==> config.mk <==
export PLATFORM = sky130hd
export DESIGN_NAME = mm4x4_cell
export DESIGN_NICKNAME = d
export VERILOG_FILES = /design/src/hw/rtl/mm4x4_pkg.sv /design/src/hw/rtl/mm4x4_cell.sv
export SDC_FILE = /design/constraint.sdc
export NUM_CORES = 2
export LEC_CHECK = 0
export ABC_CLOCK_PERIOD_IN_PS = 8490
export BUFFER_PORTS_ARGS = -buffer_cell sky130_fd_sc_hd__buf_4
export CORE_MARGIN = 2
export CORE_UTILIZATION = 45
export DETAILED_ROUTE_END_ITERATION = 6
export GPL_TIMING_DRIVEN = 0
export PLACE_DENSITY = 0.75
export SLEW_MARGIN = 20
export SYNTH_ARGS = -nofsm -noshare
export SYNTH_HDL_FRONTEND = slang
export SYNTH_SLANG_ARGS = --single-unit
==> constraint.sdc <==
create_clock -name clk -period 8.49 [get_ports clk]
set_input_delay 0.849 -clock clk [delete_from_list [all_inputs] [get_ports clk]]
set_output_delay 0.849 -clock clk [all_outputs]
set_load 0.03 [all_outputs]
==> src/hw/rtl/mm4x4_pkg.sv <==
package mm4x4_pkg;

  localparam int DIM_DEFAULT = 4;
  localparam int DATA_W      = 32;
  // Index width inside the cell chain, wide enough for a DIM of up to 8
  localparam int IDX_W       = 3;

  localparam logic [1:0] CMD_LOAD_LEFT  = 2'd0;
  localparam logic [1:0] CMD_LOAD_RIGHT = 2'd1;
  localparam logic [1:0] CMD_COMPUTE    = 2'd2;

  // One product element moving down the chain of cells
  typedef struct packed {
    logic              valid;
    logic              last;
    logic [IDX_W-1:0]  row;
    logic [IDX_W-1:0]  col;
    logic [DATA_W-1:0] acc;
  } token_t;

  // Element write broadcast to all cells
  typedef struct packed {
    logic              left_en;
    logic              right_en;
    logic [IDX_W-1:0]  cell_sel;
    logic [IDX_W-1:0]  addr;
    logic [DATA_W-1:0] data;
  } wr_t;

endpackage

==> src/hw/rtl/mm4x4_cell.sv <==
module mm4x4_cell #(
  parameter int DIM     = mm4x4_pkg::DIM_DEFAULT,
  parameter int CELL_ID = 0
) (
  input  logic              clk,
  input  logic              rst_n,
  input  logic              en,
  input  mm4x4_pkg::wr_t    wr,
  input  mm4x4_pkg::token_t tok_in,
  output mm4x4_pkg::token_t tok_out
);

  localparam int IW = $clog2(DIM);

  // left column CELL_ID (indexed by row), right row CELL_ID (indexed by col)
  logic [mm4x4_pkg::DATA_W-1:0] left_mem_r  [DIM];
  logic [mm4x4_pkg::DATA_W-1:0] right_mem_r [DIM];

  mm4x4_pkg::token_t            tok_a_r, tok_b_r, tok_b_nxt;
  logic [mm4x4_pkg::DATA_W-1:0] prod_r, prod_nxt;
  logic                         sel_hit;

  assign sel_hit  = (wr.cell_sel == mm4x4_pkg::IDX_W'(CELL_ID));
  // low 32 bits of the product, wraps like the sum
  assign prod_nxt = mm4x4_pkg::DATA_W'(left_mem_r[tok_in.row[IW-1:0]] *
                                       right_mem_r[tok_in.col[IW-1:0]]);

  always_ff @(posedge clk) begin
    if (!rst_n) begin
      for (int i = 0; i < DIM; i++) begin
        left_mem_r[i]  <= '0;
        right_mem_r[i] <= '0;
      end
    end else begin
      if (wr.left_en && sel_hit) begin
        left_mem_r[wr.addr[IW-1:0]] <= wr.data;
      end
      if (wr.right_en && sel_hit) begin
        right_mem_r[wr.addr[IW-1:0]] <= wr.data;
      end
    end
  end

  always_comb begin
    tok_b_nxt     = tok_a_r;
    tok_b_nxt.acc = tok_a_r.acc + prod_r;
  end

  // stage A: multiply, stage B: accumulate
  always_ff @(posedge clk) begin
    if (!rst_n) begin
      tok_a_r <= '0;
      tok_b_r <= '0;
      prod_r  <= '0;
    end else if (en) begin
      tok_a_r <= tok_in;
      prod_r  <= prod_nxt;
      tok_b_r <= tok_b_nxt;
    end
  end

  assign tok_out = tok_b_r;

endmodule
==> metrics.yaml <==
finalHoldViolCount: 0
cts.sinks: 368
insertedDiodeCount: 0
root_buffer: "clkbuf_16"
ys_seq_elements: 368
grt_use_total_pct: 26.60
cts_tree: "built"
synth_nets: 3753
grt_start_max_net_pins: 24
cp-end-kind: "flip-flop"
wl_per_cell_um: 23.16
clk_pin_slew_ps: 60
startpoint_type: "primary input"
drive_gt1_share_pct: 14.04
finalCritPeriodShare_pct: 97.91
grt-ovfl-total: 0
tns_ps: 0
cts_max_path_buffers: 3
critPathArrivalTime_ps: 8760
routed-via-count: 23990
use_met1_pct: 34.69
clock_latency_ps: 590
synth_edf_count: 256
holdBufCountCts: 0
placementRows: 99
criticalPathCategory: "in2reg"
vias_per_cell: 5.588
wl_um: 99440
drt_pass1_iterations: 5
ant_nets: 0
synthArstFlopShare_pct: 0
period_needed_ps: 8313
grt_pass1_vias: 24380
max_freq_mhz: 120.3
dieArea_um2: 75400
coreArea_um2: 72710
yosysUniqueCellTypes: 67
syn2layout_area_growth_pct: 14.89
grt.met2_usage_pct: 42.33
cp_max_fo: 10
avgSynthCellArea_um2: 10.61
cap_violations: 0
drc: 0
nets: 3948
ys_seq_area_share_pct: 30.13
port_buffers: 117
synth_ff_type: "edfxtp_1"
postSynthCellCount: 3107
dr.first_iter.drc_count: 2383
maxSlewViolCount: 0
status: "finished clean"
crit_required_ps: 8930
ys_warn_count: 0
cts-htree-levels: 2
hp-class: "reg2reg"
grt_pass1_wl_um: 148900
fin_skew_ps: 44.76
start_util_pct: 45.32
finalSetupViolations: 0
cts_buffers: 40
fp.dieW_um: 274.6
routabilityCongestion: 0.9789
fp.dieH_um: 274.6
use_met3_pct: 5.604
synth_area_um2: 32950
ios: 123
worstMarginPinSlew_ps: 1079
slew-limit-headroom_pct: 27.54
antenna_found_initial: 2
dpl.hpwl_um: 76170
busiest_layer: "met2"
## what timing repair did
action                                  4_1_cts  5_1_grt
cloned                                        1        0
gates resized for setup                     118       73
hold endpoints to repair                      0        0
endpoints found under the setup margin       20        8
pin swaps                                     5       14
setup buffers                                14       26
## cell families (layout without fill, tap and decap cells)
family / count (synthesis) / in the layout / synth area share (%)
buf+inv: 550 / 776 / 6.535
flops: 368 / 368 / 30.13
compound gates: 222 / 222 / 4.238
fa+ha+maj: 563 / 563 / 30.70
simple gates: 1076 / 1076 / 16.12
mux: 224 / 225 / 9.379
xor+xnor: 104 / 104 / 2.897
## flip-flops by register name, indices dropped and copies added, names as in the netlist
register,cells
tok_a_r,40
prod_r,32
tok_out,40
left_mem_r,128
right_mem_r,128
## cell usage in the layout (no fill, tap or decap), types with 8 or more instances in the layout
cell type / instances
and2_1: 326
clkbuf_16: 41
nand2_1: 342
fa_1: 407
nand3_1: 20
and3_1: 8
xor2_1: 25
nor2b_1: 96
nor3_1: 14
mux2i_1: 122
buf_4: 155
edfxtp_1: 256
buf_2: 9
buf_12: 22
a21o_1: 34
a21oi_1: 49
clkbuf_1: 71
clkbuf_8: 9
nor2_1: 224
inv_1: 405
mux4_2: 64
clkbuf_2: 11
buf_6: 8
ha_1: 148
dfxtp_1: 112
o21ai_0: 25
clkinv_2: 9
xnor2_1: 69
o21ai_4: 32
o21a_1: 8
mux2_2: 38
## per-stage QoR
stage | hold slack (ps) | area [um2] | std cells | setup WS (ps) | utilization, %
global route | 477.5 | 37860 | 4293 | -61.71 | 52.06
detailed placement | 454.3 | 35410 | 4191 | -2080 | 48.70
finish | 468.5 | 37860 | 4293 | 177.4 | 52.06
floorplan | 429.1 | 33060 | 3107 | 10.33 | -
CTS | 468.1 | 37400 | 4274 | 19.68 | 51.44
global placement | 442.6 | 35140 | 4183 | -2296 | 48.33
## critical path, cell delays in order
cell and delay, ps:
buf_8 150, buf_12 170, mux4_2 650, clkbuf_1 740, nand2_1 180, fa_1 630, inv_1 70, fa_1 390
fa_1 490, inv_1 50, fa_1 470, inv_1 40, ha_1 270, ha_1 300, fa_1 400, fa_1 460
ha_1 360, a21o_1 200, a21o_1 170, a21oi_1 150, o31ai_1 120, a21oi_4 180, o21ai_1 160, o41a_1 500
a31oi_4 230, xor2_2 240, o21ai_0 100
## area by class of cell
cell class,count,area (um2)
timing repair buffer,165,1453
multi-input combinational,2190,21430
sequential,368,9930
tap,959,1200
fill,6186,34850
clock inverter,24,314.1
clock buffer,50,1079
inverter,406,1524
buffer,131,927.1
## worst paths after layout
kind                                        from                       end  slack (ps)  cells after the start
setup / recovery                      tok_in[35]   prod_r[30]$_SDFFE_PN0P_         180                     27
setup reg to reg  left_mem_r[1][3]$_SDFFCE_PN0P_   prod_r[31]$_SDFFE_PN0P_         440                     22
hold reg to reg         tok_out[16]$_SDFFE_PN0P_  tok_out[16]$_SDFFE_PN0P_         470                      2
hold / removal          tok_out[16]$_SDFFE_PN0P_  tok_out[16]$_SDFFE_PN0P_         470                      2
## cells in the mapped netlist, types with 4 or more instances
master    count  area [um2]
xnor2_1      71       621.9
a21oi_1      52       260.3
ha_1        154        1927
o21ai_1      26       130.1
nand4_1       6       37.54
o21ai_0      45       225.2
mux4_2       64        1441
nand3_1      20       100.1
nand2_1     342        1284
and2_1      326        2039
mux2i_1     122        1221
and3_1        8       50.05
clkbuf_1    111       416.7
buf_1        11       41.29
mux2_2       38       427.9
o21a_1        8       60.06
nand2_2       5       31.28
inv_1       405        1520
fa_1        409        8188
nor2b_1      96       600.6
a31oi_1       9       56.30
o21bai_1      5       37.54
a21o_1       34       255.2
a211o_1       5       43.79
a211oi_1      4       30.03
buf_2        13       65.06
nor2_1      225       844.6
nor3_1       14       70.07
dfxtp_1     112        2242
nand3b_1      4       30.03
o211ai_1      5       37.54
nor3b_1       5       37.54
nand2b_1      8       50.05
buf_6         5       56.30
a21boi_0      5       37.54
edfxtp_1    256        7687
xor2_1       28       245.2
o211a_1       5       50.05
## layer usage
metal / up-vias / part of all wire (%)
li1: 10430 / -
met1: 11930 / 38
met2: 1328 / 46
met3: 302 / 10
met4: 4 / 5.9
met5: - / 0.027
Power is not shown: default switching activity piles up to over one toggle a cycle in this logic, so the estimate is an artifact.
